## src/hw/rtl/ira_pkg.sv

```systemverilog
package ira_pkg;

    localparam int MAX_ROOMS_DEF = 1024;
    localparam int DEP_W = 32;
    localparam int OUT_W = 11;

    typedef struct packed {
        logic [31:0] arrival;
        logic [31:0] departure;
    } in_word_t;

    typedef struct packed {
        logic [10:0] room;
        logic [10:0] rooms_used;
        logic        overflow;
    } out_word_t;

    // controller to datapath
    typedef struct packed {
        logic capture;
        logic decide;
        logic rd_kids;
        logic cmp_down;
        logic rd_parent;
        logic cmp_up;
    } ira_cmd_t;

    // datapath to controller
    typedef struct packed {
        logic done;
        logic reuse_down;
    } ira_sts_t;

endpackage

```

## src/hw/rtl/ira_ctrl.sv

```systemverilog
module ira_ctrl
    import ira_pkg::*;
(
    input  logic      clk,
    input  logic      rst_n,
    input  logic      in_fire,
    input  logic      out_fire,
    input  ira_sts_t  sts,
    output ira_cmd_t  cmd,
    output logic      in_ready,
    output logic      out_valid
);

    typedef enum logic [6:0] {
        S_IDLE  = 7'b0000001,
        S_RD0   = 7'b0000010,
        S_DEC   = 7'b0000100,
        S_DNRD  = 7'b0001000,
        S_DNCMP = 7'b0010000,
        S_UPRD  = 7'b0100000,
        S_UPCMP = 7'b1000000
    } state_t;

    state_t state_reg, state_next;
    logic   out_valid_reg, out_valid_next;

    // next state
    always_comb
    begin
        state_next = state_reg;
        cmd = '0;
        out_valid_next = out_valid_reg && !out_fire;
        case (state_reg)
            S_IDLE:
            begin
                if (in_fire)
                begin
                    cmd.capture = 1'b1;
                    state_next = S_RD0;
                end
            end
            S_RD0:
                state_next = S_DEC;
            S_DEC:
            begin
                cmd.decide = 1'b1;
                if (sts.done)
                begin
                    out_valid_next = 1'b1;
                    state_next = S_IDLE;
                end
                else if (sts.reuse_down)
                begin
                    state_next = S_DNRD;
                end
                else
                begin
                    state_next = S_UPRD;
                end
            end
            S_DNRD:
            begin
                cmd.rd_kids = 1'b1;
                state_next = S_DNCMP;
            end
            S_DNCMP:
            begin
                cmd.cmp_down = 1'b1;
                state_next = S_DNRD;
                if (sts.done)
                begin
                    out_valid_next = 1'b1;
                    state_next = S_IDLE;
                end
            end
            S_UPRD:
            begin
                cmd.rd_parent = 1'b1;
                state_next = S_UPCMP;
            end
            S_UPCMP:
            begin
                cmd.cmp_up = 1'b1;
                state_next = S_UPRD;
                if (sts.done)
                begin
                    out_valid_next = 1'b1;
                    state_next = S_IDLE;
                end
            end
            default:
                state_next = S_IDLE;
        endcase
    end

    always_ff @(posedge clk or negedge rst_n)
    begin
        if (!rst_n)
        begin
            state_reg <= S_IDLE;
            out_valid_reg <= 1'b0;
        end
        else
        begin
            state_reg <= state_next;
            out_valid_reg <= out_valid_next;
        end
    end

    // a new word may enter once the previous result has left the output register
    assign in_ready  = (state_reg == S_IDLE) && !out_valid_reg;
    assign out_valid = out_valid_reg;

endmodule

```

## config.mk

```make
export PLATFORM = sky130hd
export DESIGN_NAME = ira_ctrl
export DESIGN_NICKNAME = d
export VERILOG_FILES = /design/src/hw/rtl/ira_pkg.sv /design/src/hw/rtl/ira_ctrl.sv
export SDC_FILE = /design/constraint.sdc
export NUM_CORES = 1
export LEC_CHECK = 0
export ABC_AREA = 1
export BUFFER_PORTS_ARGS = -buffer_cell sky130_fd_sc_hd__buf_4
export CORE_AREA = 3 3 40 42
export DETAILED_ROUTE_END_ITERATION = 6
export DIE_AREA = 0 0 43 45
export PLACE_DENSITY = 0.63
export SLEW_MARGIN = 25
export SYNTH_ARGS = -nofsm -noshare
export SYNTH_HDL_FRONTEND = slang
export SYNTH_SLANG_ARGS = --single-unit
```

## constraint.sdc

```tcl
create_clock -name clk -period 1.26 [get_ports clk]
set_clock_uncertainty 0.1 [all_clocks]
set_input_delay 0.252 -clock clk [delete_from_list [all_inputs] [get_ports clk]]
set_output_delay 0.252 -clock clk [all_outputs]
set_load 0.1 [all_outputs]
```

==> impl_metrics.yaml <==
logic_synthesis:
  synthTopCellsByArea: "dfrtp_1 (35%), inv_1 (14%), nand2_1 (11%), nor2_1 (8.9%), nor2_4 (6.7%)"
  seq_area_frac_synth_pct: 40.0
  syn_inst: 72
  synth_cell_types: 14
  avgSynthCellArea_um2: 7.00
  syn_area_um2: 504
  yosysWarningCount: 0
  yosysTopAreaCellShare_pct: 34.7
  yosys_register_bits: 8
  syn_nets: 78
  synth_top_cell_by_area: "dfrtp_1"
final_layout:
  diodes: 0
  nNetsFinal: 117
  drive_above_1_share_pct: 65.5
  layout-area-overhead-vs-synth_pct: 104
  seqCellArea_um2: 204
  nFillCells: 71
  largest_register_ffs: 7
  fin_util_pct: 80.2
  multi_input_area_um2: 322
min_path:
  min_to: "state_reg[5]"
  min-delay-start: "sts[0]"
  hold_class: "input port to flip-flop"
  hold_depth: 2
sta:
  period_share_pct: 143
  holdWs_ns: 0.0722
  setup-violations-final: 11
  finalHoldViolCount: 0
  worstMarginPinSlew_ns: 0.199
  rsz0062_at_grt: "true"
  slew_viol_final: 0
  postLayoutSetupSlackWorst_ns: -0.544
  fin_crit_ns: 1.80
  maxSlewHeadroom_pct: 86.6
  max_freq_ghz: 0.554
worst_setup_path:
  arrival_ns: 1.45
  r2r_end: "state_reg[0]"
  critPathBufInv: 2
  setup.worst_path.start_class: "flip-flop"
  worstRegToRegCells: 8
  reg2reg_slack_ns: -0.17
  critPathRequiredTime_ns: 0.91
  endpoint_kind: "output pin"
  max_stage_delay_ns: 0.54
  critPathKind: "flip-flop to output pin"
  crit_top_cell: "nor2_4"
  worstPathCellList: "inv_4, nor2_4, nand3_4, nor2_4, nor2_4, buf_12"
  reg2reg_from: "state_reg[0]"
  crit_family: "flip-flops"
  path_max_fanout: 4
  crit_slowest_cell: "dfstp_2"
routing:
  wirelength_mm: 1.67
  route.detailed.drc: 0
  num_vias: 580
  wl_per_cell_um: 13.4
  vias_per_cell: 4.64
  drt_iter0_markers: 10
  ant_nets: 0
  dr.pass1.iters: 4
clocking:
  numCtsBuffers: 3
  root_buffer: "clkbuf_4"
  clock_path_buffers: 2
  htree_levels: 1
  clkSinkCount: 8
  clk_latency_ns: 0.27
  cts_tree: "done"
  path_clk_slew_ns: 0.07
placement:
  io_buffers: 13
  gp_congestion: 0.779
  hpwl_mm: 1.02
floorplanning:
  die-area_um2: 1940
  boundaryPins: 14
  die_x_um: 43
  rows: 13
  initial_core_util_pct: 39.2
  coreArea_um2: 1280
  fp.dieH_um: 45
power_and_ir_drop:
  power_density_nw_per_um2: 1970
  leakage_nw: 0.511
  ir_drop_mv: 1.26
global_route:
  gr-total-overflow: 0
  grt_max_degree: 9
  antenna_found_initial: 0
  track_usage_pct: 19.4
  grt_pass1_wl_mm: 2.70
  grt_pass1_vias: 620
run_status:
  status: "complete, but fails checks"
  failed_checks: "setup timing"
flow_run:
  maxCapViolations: 0
synthesized netlist by cell type:
library cell,count
nor2_4,3
dfrtp_1,7
nand3_1,6
o21ai_0,1
nand4_1,1
o31ai_1,1
nor3_1,1
nand2_2,3
inv_1,19
dfstp_2,1
inv_4,1
nor2_1,12
nand2_1,15
nand3_4,1
layer usage:
metal  up-vias  global-route usage [%]  wire (um)
met4         0                    5.42         19
li1        291                       -          -
met1       277                    21.3        671
met3         2                    6.77         54
met5         -                       0          0
met2        10                    35.6        928
where the power goes:
group,switching [mW],internal (mW)
logic,0.900,0.542
registers,0.0329,0.319
clock network,0.115,0.123
total,1.05,0.984
worst reg2reg max path: cells and delay by family (launching register included):
kind | cells | cell delay [ns]
buffers and inverters | 3 | 0.27
flip-flops | 1 | 0.54
AND/OR/NAND/NOR | 5 | 0.47
stage by stage:
stage	cells	TNS, ns	instance area [um2]	setup slack [ns]	power [mW]
after floorplan	72	-2.99	559	-0.422	1.22
after global placement	111	-2.27	758	-0.324	1.45
after detailed placement	111	-2.31	758	-0.331	1.46
after CTS	123	-4.01	966	-0.539	1.93
after global routing	125	-4.99	1030	-0.612	2.15
final	125	-4.08	1030	-0.544	2.03
how the worst max path moves through the flow:
stage | end | cells after the start | slack, ns | startpoint
after floorplan | state_reg[3] | 7 | -0.42 | state_reg[0]
after global placement | in_ready | 5 | -0.32 | state_reg[0]
after detailed placement | in_ready | 5 | -0.33 | state_reg[0]
after CTS | cmd[5] | 6 | -0.54 | state_reg[0]
after global routing | cmd[5] | 6 | -0.61 | state_reg[0]
final | cmd[5] | 6 | -0.54 | state_reg[0]
cell usage in the layout (no fill, tap or decap), types with 2 or more instances in the layout:
cell type	n
nand2_1	10
clkbuf_4	3
dfrtp_1	5
nand3_2	5
buf_4	24
buf_12	8
inv_1	11
nand2_4	2
nor2_1	7
nand2_2	6
inv_2	2
nor2_4	7
clkinvlp_4	5
inv_4	2
dfrtp_2	2
layout make-up:
class	instances	share of cell area, %
Multi-Input combinational cell	44	31.2
Timing Repair Buffer	34	35.1
Clock buffer	4	2.55
Sequential cell	8	19.8
Inverter	20	9.59
Tap cell	15	1.82
repair_timing:
| action | in CTS | in global routing |
|---|---|---|
| pin swaps | 7 | 7 |
| hold buffers | 1 | 0 |
| setup endpoints to repair | 12 | 14 |
| endpoints found under the hold margin | 8 | 0 |
| gates resized for setup | 31 | 11 |
| buffers inserted | 7 | 3 |
kinds of logic (layout without fill, tap and decap cells):
group / after synthesis / count (layout) / synth area share, %
AOI/OAI and AO/OA: 2 / 2 / 2.48
buffers and inverters: 20 / 58 / 15.4
DFF: 8 / 8 / 40.0
and+or+nand+nor: 42 / 42 / 42.2
Power figures use the tool's default switching activity.
